[src/rtl/sbfr_pkg.sv]
// ----------------------------------------------------------------------------
// sbfr_pkg
// Shared types, codes and number-parsing helpers of the sized and braced
// frame receiver.
// ----------------------------------------------------------------------------
package sbfr_pkg;

    localparam int SBFR_BUFFER_DEPTH  = 256;
    localparam int SBFR_MAX_BRACE_LEN = 64;

    typedef enum logic [2:0] {
        ST_IDLE   = 3'd0,
        ST_SIZED  = 3'd1,
        ST_BRACE  = 3'd2,
        ST_HEADER = 3'd3,
        ST_READY  = 3'd4
    } t_rx_state;

    typedef enum logic [1:0] {
        FN_BYTE = 2'd0,
        FN_DONE = 2'd1,
        FN_READ = 2'd2,
        FN_NOP  = 2'd3
    } t_func;

    typedef enum logic [1:0] {
        KIND_NONE  = 2'd0,
        KIND_BRACE = 2'd1,
        KIND_SIZED = 2'd2
    } t_kind;

    typedef enum logic [1:0] {
        PH_SKIP   = 2'd0,
        PH_DIGITS = 2'd1,
        PH_DONE   = 2'd2
    } t_phase;

    localparam logic [7:0] CH_LBRACE = 8'h7B;
    localparam logic [7:0] CH_RBRACE = 8'h7D;
    localparam logic [7:0] CH_LT     = 8'h3C;
    localparam logic [7:0] CH_GT     = 8'h3E;
    localparam logic [7:0] CH_COMMA  = 8'h2C;
    localparam logic [7:0] CH_SPACE  = 8'h20;
    localparam logic [7:0] CH_PLUS   = 8'h2B;
    localparam logic [7:0] CH_MINUS  = 8'h2D;
    localparam logic [7:0] CH_ZERO   = 8'h30;
    localparam logic [7:0] CH_NINE   = 8'h39;
    localparam logic [7:0] CH_TAB    = 8'h09;
    localparam logic [7:0] CH_CR     = 8'h0D;

    // Number being accumulated, together with its parse phase and sign.
    typedef struct packed {
        logic [7:0] value;
        t_phase     phase;
        logic       negative;
    } t_num;

    // Status of one transaction, captured at acceptance.
    typedef struct packed {
        t_rx_state  state;
        logic       dropped;
        logic [7:0] length;
        logic [7:0] size;
        logic [7:0] id;
        t_kind      kind;
        logic       ready;
    } t_result;

    // Finish a number: apply the sign if digits were being taken.
    function automatic t_num close_num(t_num n);
        t_num r;
        r = n;
        if (n.phase == PH_DIGITS && n.negative) begin
            r.value = 8'd0 - n.value;
        end
        r.phase = PH_DONE;
        return r;
    endfunction

    // Advance a number by one character, modulo 256.
    function automatic t_num feed_num(t_num n, logic [7:0] b);
        t_num       r;
        logic       digit;
        logic [7:0] dval;
        r     = n;
        digit = (b >= CH_ZERO) && (b <= CH_NINE);
        dval  = b - CH_ZERO;
        case (n.phase)
            PH_SKIP: begin
                if (b == CH_SPACE || (b >= CH_TAB && b <= CH_CR)) begin
                    r = n;
                end else if (b == CH_PLUS || b == CH_MINUS) begin
                    r.negative = (b == CH_MINUS);
                    r.phase    = PH_DIGITS;
                end else if (digit) begin
                    r.value = dval;
                    r.phase = PH_DIGITS;
                end else begin
                    r.phase = PH_DONE;
                end
            end
            PH_DIGITS: begin
                if (digit) begin
                    r.value = (n.value << 3) + (n.value << 1) + dval;
                end else begin
                    r = close_num(n);
                end
            end
            default: begin
                r = n;
            end
        endcase
        return r;
    endfunction

endpackage

[src/rtl/sized_and_braced_frame_receiver.sv]
// ----------------------------------------------------------------------------
// sized_and_braced_frame_receiver
// Frame receiver for a character stream: brace frames "{...}" and sized
// frames "<id, size>" followed by size data bytes, stored for read-back.
// ----------------------------------------------------------------------------
//
//  channel  dir  tdata                                   tuser
//  -------  ---  --------------------------------------  ------------------
//  s_axis   in   rx_byte, read_index                     func
//  m_axis   out  msg_ready, conn_id, data_size,          frame_kind
//                msg_length, read_byte, frame_dropped,
//                receiver_state
//
//  Every transaction yields exactly one result transaction. The block takes
//  one transaction per cycle while the output is not stalled; a result passes
//  through the middle stage, which waits on the registered read of the
//  buffer RAM, and then through the output register.
//  Synchronous active-low reset clears all control state; the buffer needs
//  no clearing pass, since a valid bit per entry makes a never-written
//  entry read as zero.
//  A stalled output holds its result; the input keeps flowing as long as the
//  middle stage can advance.
//
//  The buffer is split into an even and an odd bank, so a stored byte and
//  the zero terminator after it (always at consecutive positions) land in
//  different banks in the same cycle.
// ----------------------------------------------------------------------------
module sized_and_braced_frame_receiver
    import sbfr_pkg::*;
#(
    parameter int BUFFER_DEPTH  = SBFR_BUFFER_DEPTH,
    parameter int MAX_BRACE_LEN = SBFR_MAX_BRACE_LEN
) (
    input  logic        i_clk,
    input  logic        i_rst_n,
    input  logic        s_axis_tvalid,
    output logic        s_axis_tready,
    input  logic [15:0] s_axis_tdata,   // [7:0] rx_byte, [15:8] read_index
    input  logic [1:0]  s_axis_tuser,   // [1:0] func
    output logic        m_axis_tvalid,
    input  logic        m_axis_tready,
    output logic [39:0] m_axis_tdata,   // [0] msg_ready, [8:1] conn_id,
                                        // [16:9] data_size, [24:17] msg_length,
                                        // [32:25] read_byte, [33] frame_dropped,
                                        // [36:34] receiver_state, [39:37] zero
    output logic [1:0]  m_axis_tuser    // [1:0] frame_kind
);

    // Brace frames are limited by the brace limit and by the room kept for
    // the terminator.
    localparam int BRACE_LIM = (MAX_BRACE_LEN < BUFFER_DEPTH) ? MAX_BRACE_LEN
                                                             : BUFFER_DEPTH - 1;
    localparam logic [7:0] BRACE_LIM8 = 8'(BRACE_LIM);
    localparam logic [7:0] BUF_LAST8  = 8'(BUFFER_DEPTH - 1);
    localparam int HALF = (BUFFER_DEPTH + 1) / 2;
    localparam int AW   = $clog2(HALF);
    localparam int VW   = $clog2(BUFFER_DEPTH);

    // ------------------------------------------------------------------
    // Parser state
    // ------------------------------------------------------------------
    t_rx_state          r_state, n_state;
    logic [7:0]         r_wp, n_wp;
    logic [7:0]         r_id, n_id;
    logic [7:0]         r_size, n_size;
    t_phase             r_phase, n_phase;
    logic               r_neg, n_neg;
    logic               r_after_comma, n_after_comma;
    logic [7:0]         r_len, n_len;
    t_kind              r_kind, n_kind;
    logic [BUFFER_DEPTH-1:0] r_vld, n_vld;

    // Pipeline: middle stage (waits on RAM read data) and output register.
    logic               r_s1_vld;
    logic               r_s1_rd;
    logic               r_s1_bank;
    t_result            r_s1_res;
    logic               r_out_vld;
    logic [39:0]        r_out_data;
    logic [1:0]         r_out_user;

    // ------------------------------------------------------------------
    // Input decode
    // ------------------------------------------------------------------
    logic       in_fire;
    t_func      in_func;
    logic [7:0] in_byte;
    logic [7:0] in_idx;
    logic       out_free;
    logic       s1_move;

    assign out_free      = !r_out_vld || m_axis_tready;
    assign s1_move       = r_s1_vld && out_free;
    assign s_axis_tready = !r_s1_vld || out_free;
    assign in_fire       = s_axis_tvalid && s_axis_tready;
    assign in_func       = t_func'(s_axis_tuser);
    assign in_byte       = s_axis_tdata[7:0];
    assign in_idx        = s_axis_tdata[15:8];

    logic       take_byte;
    logic [7:0] wp1;
    logic       brace_full;
    logic       buf_full;
    t_num       id_num;
    t_num       size_num;
    t_num       id_closed;
    t_num       size_closed;
    t_num       id_fed;
    t_num       size_fed;
    logic [7:0] hdr_size;
    logic       hdr_zero;
    logic       sized_done;

    assign take_byte   = in_fire && (in_func == FN_BYTE);
    assign wp1         = r_wp + 8'd1;
    assign brace_full  = r_wp >= BRACE_LIM8;
    assign buf_full    = r_wp >= BUF_LAST8;
    assign id_num      = '{value: r_id, phase: r_phase, negative: r_neg};
    assign size_num    = '{value: r_size, phase: r_phase, negative: r_neg};
    assign id_closed   = close_num(id_num);
    assign size_closed = close_num(size_num);
    assign id_fed      = feed_num(id_num, in_byte);
    assign size_fed    = feed_num(size_num, in_byte);
    // A header without a comma closes with size zero.
    assign hdr_size    = r_after_comma ? size_closed.value : 8'd0;
    assign hdr_zero    = (hdr_size == 8'd0);
    assign sized_done  = wp1 >= r_size;

    // ------------------------------------------------------------------
    // Next state
    // ------------------------------------------------------------------
    always_comb begin
        n_state = r_state;
        if (in_fire) begin
            case (in_func)
                FN_BYTE: begin
                    case (r_state)
                        ST_IDLE: begin
                            if (in_byte == CH_LBRACE) begin
                                n_state = ST_BRACE;
                            end else if (in_byte == CH_LT) begin
                                n_state = ST_HEADER;
                            end
                        end
                        ST_BRACE: begin
                            if (brace_full) begin
                                n_state = ST_IDLE;
                            end else if (in_byte == CH_RBRACE) begin
                                n_state = ST_READY;
                            end
                        end
                        ST_HEADER: begin
                            if (buf_full) begin
                                n_state = ST_IDLE;
                            end else if (in_byte == CH_GT) begin
                                n_state = hdr_zero ? ST_READY : ST_SIZED;
                            end
                        end
                        ST_SIZED: begin
                            if (buf_full) begin
                                n_state = ST_IDLE;
                            end else if (sized_done) begin
                                n_state = ST_READY;
                            end
                        end
                        default: begin
                            n_state = r_state;
                        end
                    endcase
                end
                FN_DONE: begin
                    n_state = ST_IDLE;
                end
                default: begin
                    n_state = r_state;
                end
            endcase
        end
    end

    // ------------------------------------------------------------------
    // Datapath: counters, parsed numbers, buffer writes
    // ------------------------------------------------------------------
    logic       we_main;
    logic       we_term;
    logic [7:0] main_addr;
    logic       dropped;

    always_comb begin
        n_wp          = r_wp;
        n_id          = r_id;
        n_size        = r_size;
        n_phase       = r_phase;
        n_neg         = r_neg;
        n_after_comma = r_after_comma;
        n_len         = r_len;
        n_kind        = r_kind;
        we_main       = 1'b0;
        we_term       = 1'b0;
        main_addr     = r_wp;
        dropped       = 1'b0;
        if (take_byte) begin
            case (r_state)
                ST_IDLE: begin
                    n_wp      = 8'd0;
                    main_addr = 8'd0;
                    if (in_byte == CH_LBRACE || in_byte == CH_LT) begin
                        we_main = 1'b1;
                        n_wp    = 8'd1;
                        n_kind  = KIND_NONE;
                        n_len   = 8'd0;
                    end
                    if (in_byte == CH_LT) begin
                        n_id          = 8'd0;
                        n_size        = 8'd0;
                        n_phase       = PH_SKIP;
                        n_neg         = 1'b0;
                        n_after_comma = 1'b0;
                    end
                end
                ST_BRACE: begin
                    if (brace_full) begin
                        dropped = 1'b1;
                        n_wp    = 8'd0;
                    end else begin
                        we_main = 1'b1;
                        if (in_byte == CH_RBRACE) begin
                            we_term = 1'b1;
                            n_len   = wp1;
                            n_kind  = KIND_BRACE;
                            n_wp    = 8'd0;
                        end else begin
                            n_wp = wp1;
                        end
                    end
                end
                ST_HEADER: begin
                    if (buf_full) begin
                        dropped = 1'b1;
                        n_wp    = 8'd0;
                    end else begin
                        we_main = 1'b1;
                        n_wp    = wp1;
                        if (in_byte == CH_GT) begin
                            // Terminator follows the header in both cases.
                            we_term = 1'b1;
                            n_wp    = 8'd0;
                            n_phase = PH_DONE;
                            n_size  = hdr_size;
                            if (!r_after_comma) begin
                                n_id = id_closed.value;
                            end
                            if (hdr_zero) begin
                                n_len  = wp1;
                                n_kind = KIND_SIZED;
                            end
                        end else if (!r_after_comma) begin
                            if (in_byte == CH_COMMA) begin
                                n_id          = id_closed.value;
                                n_after_comma = 1'b1;
                                n_phase       = PH_SKIP;
                                n_neg         = 1'b0;
                            end else begin
                                n_id    = id_fed.value;
                                n_phase = id_fed.phase;
                                n_neg   = id_fed.negative;
                            end
                        end else begin
                            n_size  = size_fed.value;
                            n_phase = size_fed.phase;
                            n_neg   = size_fed.negative;
                        end
                    end
                end
                ST_SIZED: begin
                    if (buf_full) begin
                        dropped = 1'b1;
                        n_wp    = 8'd0;
                    end else begin
                        we_main = 1'b1;
                        if (sized_done) begin
                            we_term = 1'b1;
                            n_len   = wp1;
                            n_kind  = KIND_SIZED;
                            n_wp    = 8'd0;
                        end else begin
                            n_wp = wp1;
                        end
                    end
                end
                default: begin
                    n_wp = r_wp;
                end
            endcase
        end else if (in_fire && in_func == FN_DONE) begin
            n_wp          = 8'd0;
            n_phase       = PH_SKIP;
            n_neg         = 1'b0;
            n_after_comma = 1'b0;
            n_kind        = KIND_NONE;
            n_len         = 8'd0;
        end
    end

    // ------------------------------------------------------------------
    // Bank write steering: the terminator always sits one above the byte.
    // ------------------------------------------------------------------
    logic [7:0] term_addr;
    logic       main_ok;
    logic       term_ok;
    logic [6:0] main_half;
    logic [6:0] term_half;
    logic [1:0] bank_we;
    logic [AW-1:0] bank_waddr [2];
    logic [7:0]    bank_wdata [2];

    assign term_addr = main_addr + 8'd1;
    assign main_ok   = we_main && (main_addr <= BUF_LAST8);
    assign term_ok   = we_term && (term_addr <= BUF_LAST8);
    assign main_half = main_addr[7:1];
    assign term_half = term_addr[7:1];

    always_comb begin
        for (int k = 0; k < 2; k++) begin
            if (main_ok && main_addr[0] == 1'(k)) begin
                bank_we[k]    = 1'b1;
                bank_waddr[k] = main_half[AW-1:0];
                bank_wdata[k] = in_byte;
            end else begin
                bank_we[k]    = term_ok && (term_addr[0] == 1'(k));
                bank_waddr[k] = term_half[AW-1:0];
                bank_wdata[k] = 8'd0;
            end
        end
    end

    // Mark written entries; unmarked entries read as zero.
    always_comb begin
        n_vld = r_vld;
        if (main_ok) begin
            n_vld[main_addr[VW-1:0]] = 1'b1;
        end
        if (term_ok) begin
            n_vld[term_addr[VW-1:0]] = 1'b1;
        end
    end

    // ------------------------------------------------------------------
    // Read side
    // ------------------------------------------------------------------
    logic       rd_ok;
    logic [6:0] rd_half;
    logic [7:0] bank_rdata [2];
    logic [7:0] s1_rd_byte;

    assign rd_ok   = in_fire && (in_func == FN_READ) && (in_idx <= BUF_LAST8);
    assign rd_half = in_idx[7:1];

    for (genvar g = 0; g < 2; g++) begin : g_bank
        sbfr_ram #(
            .WIDTH (8),
            .DEPTH (HALF)
        ) u_ram (
            .i_clk   (i_clk),
            .i_we    (bank_we[g]),
            .i_waddr (bank_waddr[g]),
            .i_wdata (bank_wdata[g]),
            .i_re    (in_fire),
            .i_raddr (rd_half[AW-1:0]),
            .o_rdata (bank_rdata[g])
        );
    end

    assign s1_rd_byte = r_s1_rd ? (r_s1_bank ? bank_rdata[1] : bank_rdata[0]) : 8'd0;

    // ------------------------------------------------------------------
    // Registers
    // ------------------------------------------------------------------
    always_ff @(posedge i_clk) begin
        if (!i_rst_n) begin
            r_state       <= ST_IDLE;
            r_wp          <= 8'd0;
            r_id          <= 8'd0;
            r_size        <= 8'd0;
            r_phase       <= PH_SKIP;
            r_neg         <= 1'b0;
            r_after_comma <= 1'b0;
            r_len         <= 8'd0;
            r_kind        <= KIND_NONE;
            r_vld         <= '0;
            r_s1_vld      <= 1'b0;
            r_out_vld     <= 1'b0;
        end else begin
            r_state       <= n_state;
            r_wp          <= n_wp;
            r_id          <= n_id;
            r_size        <= n_size;
            r_phase       <= n_phase;
            r_neg         <= n_neg;
            r_after_comma <= n_after_comma;
            r_len         <= n_len;
            r_kind        <= n_kind;
            r_vld         <= n_vld;
            if (in_fire) begin
                r_s1_vld <= 1'b1;
            end else if (s1_move) begin
                r_s1_vld <= 1'b0;
            end
            if (s1_move) begin
                r_out_vld <= 1'b1;
            end else if (m_axis_tready) begin
                r_out_vld <= 1'b0;
            end
        end
    end

    // Payload: capture status at acceptance, merge read data on advance.
    always_ff @(posedge i_clk) begin
        if (in_fire) begin
            r_s1_rd           <= rd_ok && r_vld[in_idx[VW-1:0]];
            r_s1_bank         <= in_idx[0];
            r_s1_res.state    <= n_state;
            r_s1_res.dropped  <= dropped;
            r_s1_res.length   <= n_len;
            r_s1_res.size     <= n_size;
            r_s1_res.id       <= n_id;
            r_s1_res.kind     <= n_kind;
            r_s1_res.ready    <= (n_state == ST_READY);
        end
        if (s1_move) begin
            r_out_data <= {3'b000, r_s1_res.state, r_s1_res.dropped, s1_rd_byte,
                           r_s1_res.length, r_s1_res.size, r_s1_res.id,
                           r_s1_res.ready};
            r_out_user <= r_s1_res.kind;
        end
    end

    assign m_axis_tvalid = r_out_vld;
    assign m_axis_tdata  = r_out_data;
    assign m_axis_tuser  = r_out_user;

endmodule

[src/rtl/sbfr_ram.sv]
// ----------------------------------------------------------------------------
// sbfr_ram
// Generic single-write, single-read RAM with a registered read port.
// ----------------------------------------------------------------------------
module sbfr_ram #(
    parameter int  WIDTH = 8,
    parameter int  DEPTH = 128,
    localparam int AW    = $clog2(DEPTH)
) (
    input  logic             i_clk,
    input  logic             i_we,
    input  logic [AW-1:0]    i_waddr,
    input  logic [WIDTH-1:0] i_wdata,
    input  logic             i_re,
    input  logic [AW-1:0]    i_raddr,
    output logic [WIDTH-1:0] o_rdata
);

    logic [WIDTH-1:0] r_mem [DEPTH];
    logic [WIDTH-1:0] r_rdata;

    always_ff @(posedge i_clk) begin
        if (i_we) begin
            r_mem[i_waddr] <= i_wdata;
        end
        if (i_re) begin
            r_rdata <= r_mem[i_raddr];
        end
    end

    assign o_rdata = r_rdata;

endmodule
[config.mk]
export PLATFORM = sky130hd
export DESIGN_NAME = sized_and_braced_frame_receiver
export DESIGN_NICKNAME = d
export VERILOG_FILES = /design/src/rtl/sbfr_pkg.sv /design/src/rtl/sized_and_braced_frame_receiver.sv /design/src/rtl/sbfr_ram.sv
export SDC_FILE = /design/constraint.sdc
export NUM_CORES = 2
export LEC_CHECK = 0
export CORE_MARGIN = 2
export CORE_UTILIZATION = 45
export CTS_CLUSTER_DIAMETER = 50
export CTS_CLUSTER_SIZE = 12
export DETAILED_ROUTE_END_ITERATION = 7
export DONT_BUFFER_PORTS = 1
export PLACE_DENSITY = 0.69
export SKIP_LAST_GASP = 1
export SLEW_MARGIN = 25
export SYNTH_ARGS = -nofsm -noshare
export SYNTH_HDL_FRONTEND = slang
export SYNTH_HIERARCHICAL = 1
export SYNTH_SLANG_ARGS = --single-unit
[constraint.sdc]
create_clock -name i_clk -period 23.2 [get_ports i_clk]
set_input_delay 2.32 -clock i_clk [delete_from_list [all_inputs] [get_ports i_clk]]
set_output_delay 2.32 -clock i_clk [all_outputs]
set_load 0.005 [all_outputs]
# ---- Yosys cells after proc, flatten, opt, wreduce, memory -nomap -nowiden
# Memories as Yosys holds them, arrays and structs flattened. A register that Yosys moved wholly into a read port is not among the register bits.
# Cells that the tools add are included.
dict set report op_classes {
  addsub 9
  order_cmp 15
  eq_ne 28
  n_mux 138
  n_bitwise 4
  reduce_logical 37
}
# cell count
set op_table {}
lappend op_table {{$mux W256} 2}
lappend op_table {{$or A256 B256 Y256} 2}
lappend op_table {{$mux W8} 44}
lappend op_table {{$pmux W8 S4} 2}
lappend op_table {{$eq A8 B6 Y1 const B} 6}
lappend op_table {{$pmux W11 S2} 2}
lappend op_table {{$mux W1} 40}
lappend op_table {{$mux W2} 19}
lappend op_table {{$mux W3} 11}
lappend op_table {{$add A8 B8 Y8} 4}
lappend op_table {{$pmux W8 S2} 2}
lappend op_table {{$lt A8 B9 Y1 const B} 3}
lappend op_table {{$le A8 B8 Y1 const B} 3}
lappend op_table {{$mux W11} 2}
lappend op_table {{$logic_and A1 B1 Y1} 18}
lappend op_table {{$add A8 B1 Y8 const B} 2}
lappend op_table {{$demux W1 S8} 2}
lappend op_table {{$eq A8 B7 Y1 const B} 2}
lappend op_table {{$ge A8 B1 Y1 const B} 2}
lappend op_table {{$sub A1 B8 Y8 const A} 2}
lappend op_table {{$mux W7} 2}
lappend op_table {{$ne A6 B5 Y1 const B} 2}
lappend op_table {{$ne A6 B6 Y1 const B} 2}
lappend op_table {{$pmux W3 S4} 1}
lappend op_table {{other kinds (36)} 54}
dict set report totals {
  ff_bits 371
  mem_bits_rw 2048
  inputBits 22
  word_cells 257
  memories 2
}
# memory depth word_bits read_ports rd_ports_with_merged_regs wr line_no
set mem_list {}
lappend mem_list {{g_bank[0].u_ram.r_mem} 128 8 1 1 1 sbfr_ram.sv:19} ;# logic [WIDTH-1:0] r_mem [DEPTH];
lappend mem_list {{g_bank[1].u_ram.r_mem} 128 8 1 1 1 sbfr_ram.sv:19}

# ---- Depth between registers and ports, before layout
dict set report logic_depth {
  ltp_word 14
  ltp_mapped 20
  ltp_nobuf 14
}

# ---- By module
# Netlist, hierarchy kept.
# module instances cells_per_inst area_per_inst_um2 seq_area_each_um2
set by_module_without_submodules {}
lappend by_module_without_submodules {{sbfr_ram at g_bank[1].u_ram} 1 1635 39745.6 30989.7}
lappend by_module_without_submodules {{sbfr_ram at g_bank[0].u_ram} 1 1635 39740.6 30989.7}
lappend by_module_without_submodules {sized_and_braced_frame_receiver 1 2125 19587.5 8147.8}

# ---- Worst setup path after synthesis
# Ideal clock, no wire load.
dict set report synth_path {
  path_type {input-to-reg}
  from {in s_axis_tdata[1]}
  to {mem g_bank[1].u_ram.r_mem[0][4] (data pin)}
  arrival_time_ps 8594
  t_required_ps 22048
  setup_slack_ps 13454
  cell_stages 6
  n_path_buf 2
  path_cell_list {clkbuf_1 > or4b_1 > a211oi_1 > o31ai_1 > buf_2 > nor3_1}
}
# item line_no
set synth_rtl {}
lappend synth_rtl {{start: declaration} sized_and_braced_frame_receiver.sv:38} ;# input logic [15:0] s_axis_tdata,
lappend synth_rtl {{end: declaration} sbfr_ram.sv:19}

==> out/qor.yml <==
global_route:
  grt_overflow: 0
  grt_antenna_before_repair: 4
  grt_pass1_wl_um: 368000
  grt_pass1_vias: 52500
  grt_max_degree: 593
  grt_util_all_layers_pct: 22.1
timing:
  tns_ps: 0
  worst_slack_ps: 15870
  rsz0062_at_grt: "no"
  timing.hold.ws_ps: 419
  finalCritPeriodShare_pct: 31.6
  tightest_slew_ps: 1510
  hold_viol: 0
  maxSlewHeadroom_pct: -0.411
  fmax_mhz: 136
  slew_viol_final: 22
  setup_viol: 0
  post-route-min-period_ps: 7330
  clock_skew_ps: 68.0
drt:
  drc: 0
  first_pass_iters: 6
  first_iter_violations: 7163
  wl_per_cell_um: 30.0
  ant_nets: 0
  wirelength_um: 250000
  viasPerCell: 6.49
  vias: 54000
synth:
  syn_area_um2: 99100
  ys.flop_type: "edfxtp_1"
  synth-seq-cells: 2435
  yosysTopAreaCell: "edfxtp_1"
  ys_types: 96
  synthTopCellsByArea: "edfxtp_1 65%, mux4_2 16%, dfxtp_1 6.0%, nor2_1 1.5%, a21oi_1 1.2%"
  async_flop_share_pct: 0
  synth_top_area_share_pct: 64.7
  syn_inst: 5395
  yosysSeqAreaShare_pct: 70.8
  avgSynthCellArea_um2: 18.4
  yosysWarnings: 6
  synth_edf_count: 2136
clock_tree:
  holdBufCountCts: 0
  cts_sinks: 2435
  clockRootBuffer: "clkbuf_16"
  htreeDepth: 4
  clk_pin_slew_worst_paths_ps: 60
  cts_tree: "built"
  cts_buffers: 237
  worstSkewPairLatency_ps: 900
  clockBufferDepth: 3
  post_cts_buffers: 0
  cts_resized: 0
placement:
  portBuffers: 0
  dpl_cell_area_um2: 102000
  place_inst: 7980
  place.gp.congestion: 0.894
  dp_slack_ps: 15020
  dp_hpwl_um: 148000
finish:
  drive_above_1_share_pct: 22.2
  mostFrequentLayoutCells: "2136 x edfxtp_1, 720 x mux4_2, 389 x nor2_1"
  fillCellCount: 17300
  final_cells: 8316
  final_core_util_pct: 49.7
  final_common_cell: "edfxtp_1"
  seq_area_um2: 70100
  final_nets: 5423
  areaGrowthSynthToFinish_pct: 10.1
  final_area_um2: 109000
  multi_input_area_um2: 27600
pwr:
  powerDensity_nw_per_um2: 76.9
  p_int_mw: 6.72
  power_frac_comb_pct: 1.7
  switching_share_pct: 19.9
  leakagePower_nw: 33.0
  power_frac_seq_pct: 56.2
  vdd_drop_max_mv: 0.0898
  power.share.clock_pct: 42.2
  p_switching_mw: 1.67
  total_power_mw: 8.39
job:
  cap_violations: 0
floorplan:
  start_util_pct: 45.2
  die_area_um2: 224000
  rows: 172
  core-area_um2: 219000
  die_h_um: 473
  io_pins: 66
  die_w_um: 473
critical_path:
  arrival_ps: 7840
  endpoint_kind: "register"
  critPathLaunchType: "input pin"
  path_class: "in -> reg"
  cp.required_ps: 23710
  worstPathMaxFanout: 23
status:
  violations: "max-slew violations"
  status: "finished with violations"
worst_hold_path:
  min-delay-path-class: "reg -> reg"
## cell type report
| type | instances | area share, % |
|---|---|---|
| antenna | 3 | 0.00688 |
| clock buffer | 270 | 5.59 |
| clock inverter | 55 | 0.729 |
| inverter | 47 | 0.166 |
| multi-input combinational | 2562 | 25.3 |
| sequential | 2435 | 64.3 |
| tap | 2871 | 3.29 |
| timing repair buffer | 73 | 0.641 |
## sequential cells by signal, summed over array words and instances (netlist names)
signal                count
r_len                     8
r_phase                   2
m_axis_tdata             37
r_after_comma             1
m_axis_tvalid             1
r_s1_vld                  1
g_bank.u_ram/r_mem     2048
r_wp                      8
r_kind                    2
r_vld                   256
r_id                      8
r_neg                     1
r_size                    8
r_state                   3
m_axis_tuser              2
g_bank.u_ram/o_rdata     16
r_s1_bank                 1
r_s1_rd                   1
r_s1_res                 31
## path summary, 6_finish.rpt
check	slack, ps	to	startpoint	cells after the start
worst max-delay path	15870	g_bank[1].u_ram/r_mem[74][1]	m_axis_tready	14
worst min-delay path	420	m_axis_tdata[24]	r_s1_res[26]	0
worst max register to register	16090	g_bank[1].u_ram/r_mem[6][1]	r_wp[4]	14
worst min register to register	420	m_axis_tdata[24]	r_s1_res[26]	0
## kinds of logic after synthesis
logic type	count (synthesis)	synth area share [%]
DFF	2435	70.8
xor gates and xnor gates	28	0.275
muxes	785	17.1
other	1	0.00379
AOI/OAI and AO/OA	755	4.98
and+or+nand+nor	946	4.55
buffers and inverters	400	1.72
adders and majority gates	45	0.644
## Yosys cell counts, drive strengths merged (13+ instances only)
| cell type | n |
|---|---|
| buf | 146 |
| nor2b | 41 |
| or3 | 13 |
| clkbuf | 207 |
| xnor2 | 18 |
| o221ai | 33 |
| nor4 | 22 |
| nor3 | 72 |
| a221oi | 65 |
| o21ai | 70 |
| o22ai | 166 |
| a21oi | 240 |
| a22oi | 30 |
| inv | 44 |
| dfxtp | 299 |
| o211ai | 13 |
| nand2b | 15 |
| and3 | 23 |
| edfxtp | 2136 |
| mux2 | 21 |
| nand4 | 22 |
| and2 | 27 |
| nand2 | 200 |
| mux4 | 720 |
| mux2i | 44 |
| ha | 35 |
| a211oi | 15 |
| nand3 | 64 |
| nor2 | 408 |
## critical path, cell delays in order
cell     delay (ps)
and3b_1         490
or4_1           230
buf_4           280
nand2_1         410
inv_1           290
ha_1            450
nand3_1         360
xnor2_1         240
or2_2           440
o21ai_0         330
buf_4           250
nor2b_1         400
nand3_1         380
nor3_1          920
## power by group through the flow
stage	combinational, mW	clock (mW)	sequential, mW
floorplan	0.146	0	4.80
global placement	0.103	0	4.80
detailed placement	0.104	0	4.80
CTS	0.104	3.59	4.71
global route	0.146	3.76	4.71
finish	0.139	3.54	4.71
## per-layer routing
| metal | share of wire (%) | GRT usage, % | vias to the layer above |
|---|---|---|---|
| met5 | 0.018 | 0 | - |
| met4 | 2.9 | 6.53 | 6 |
| met3 | 9.7 | 4.00 | 477 |
| met2 | 47 | 34.4 | 3247 |
| met1 | 40 | 31.9 | 28200 |
| li1 | - | - | 22000 |
(Power assumes the default switching activity.)
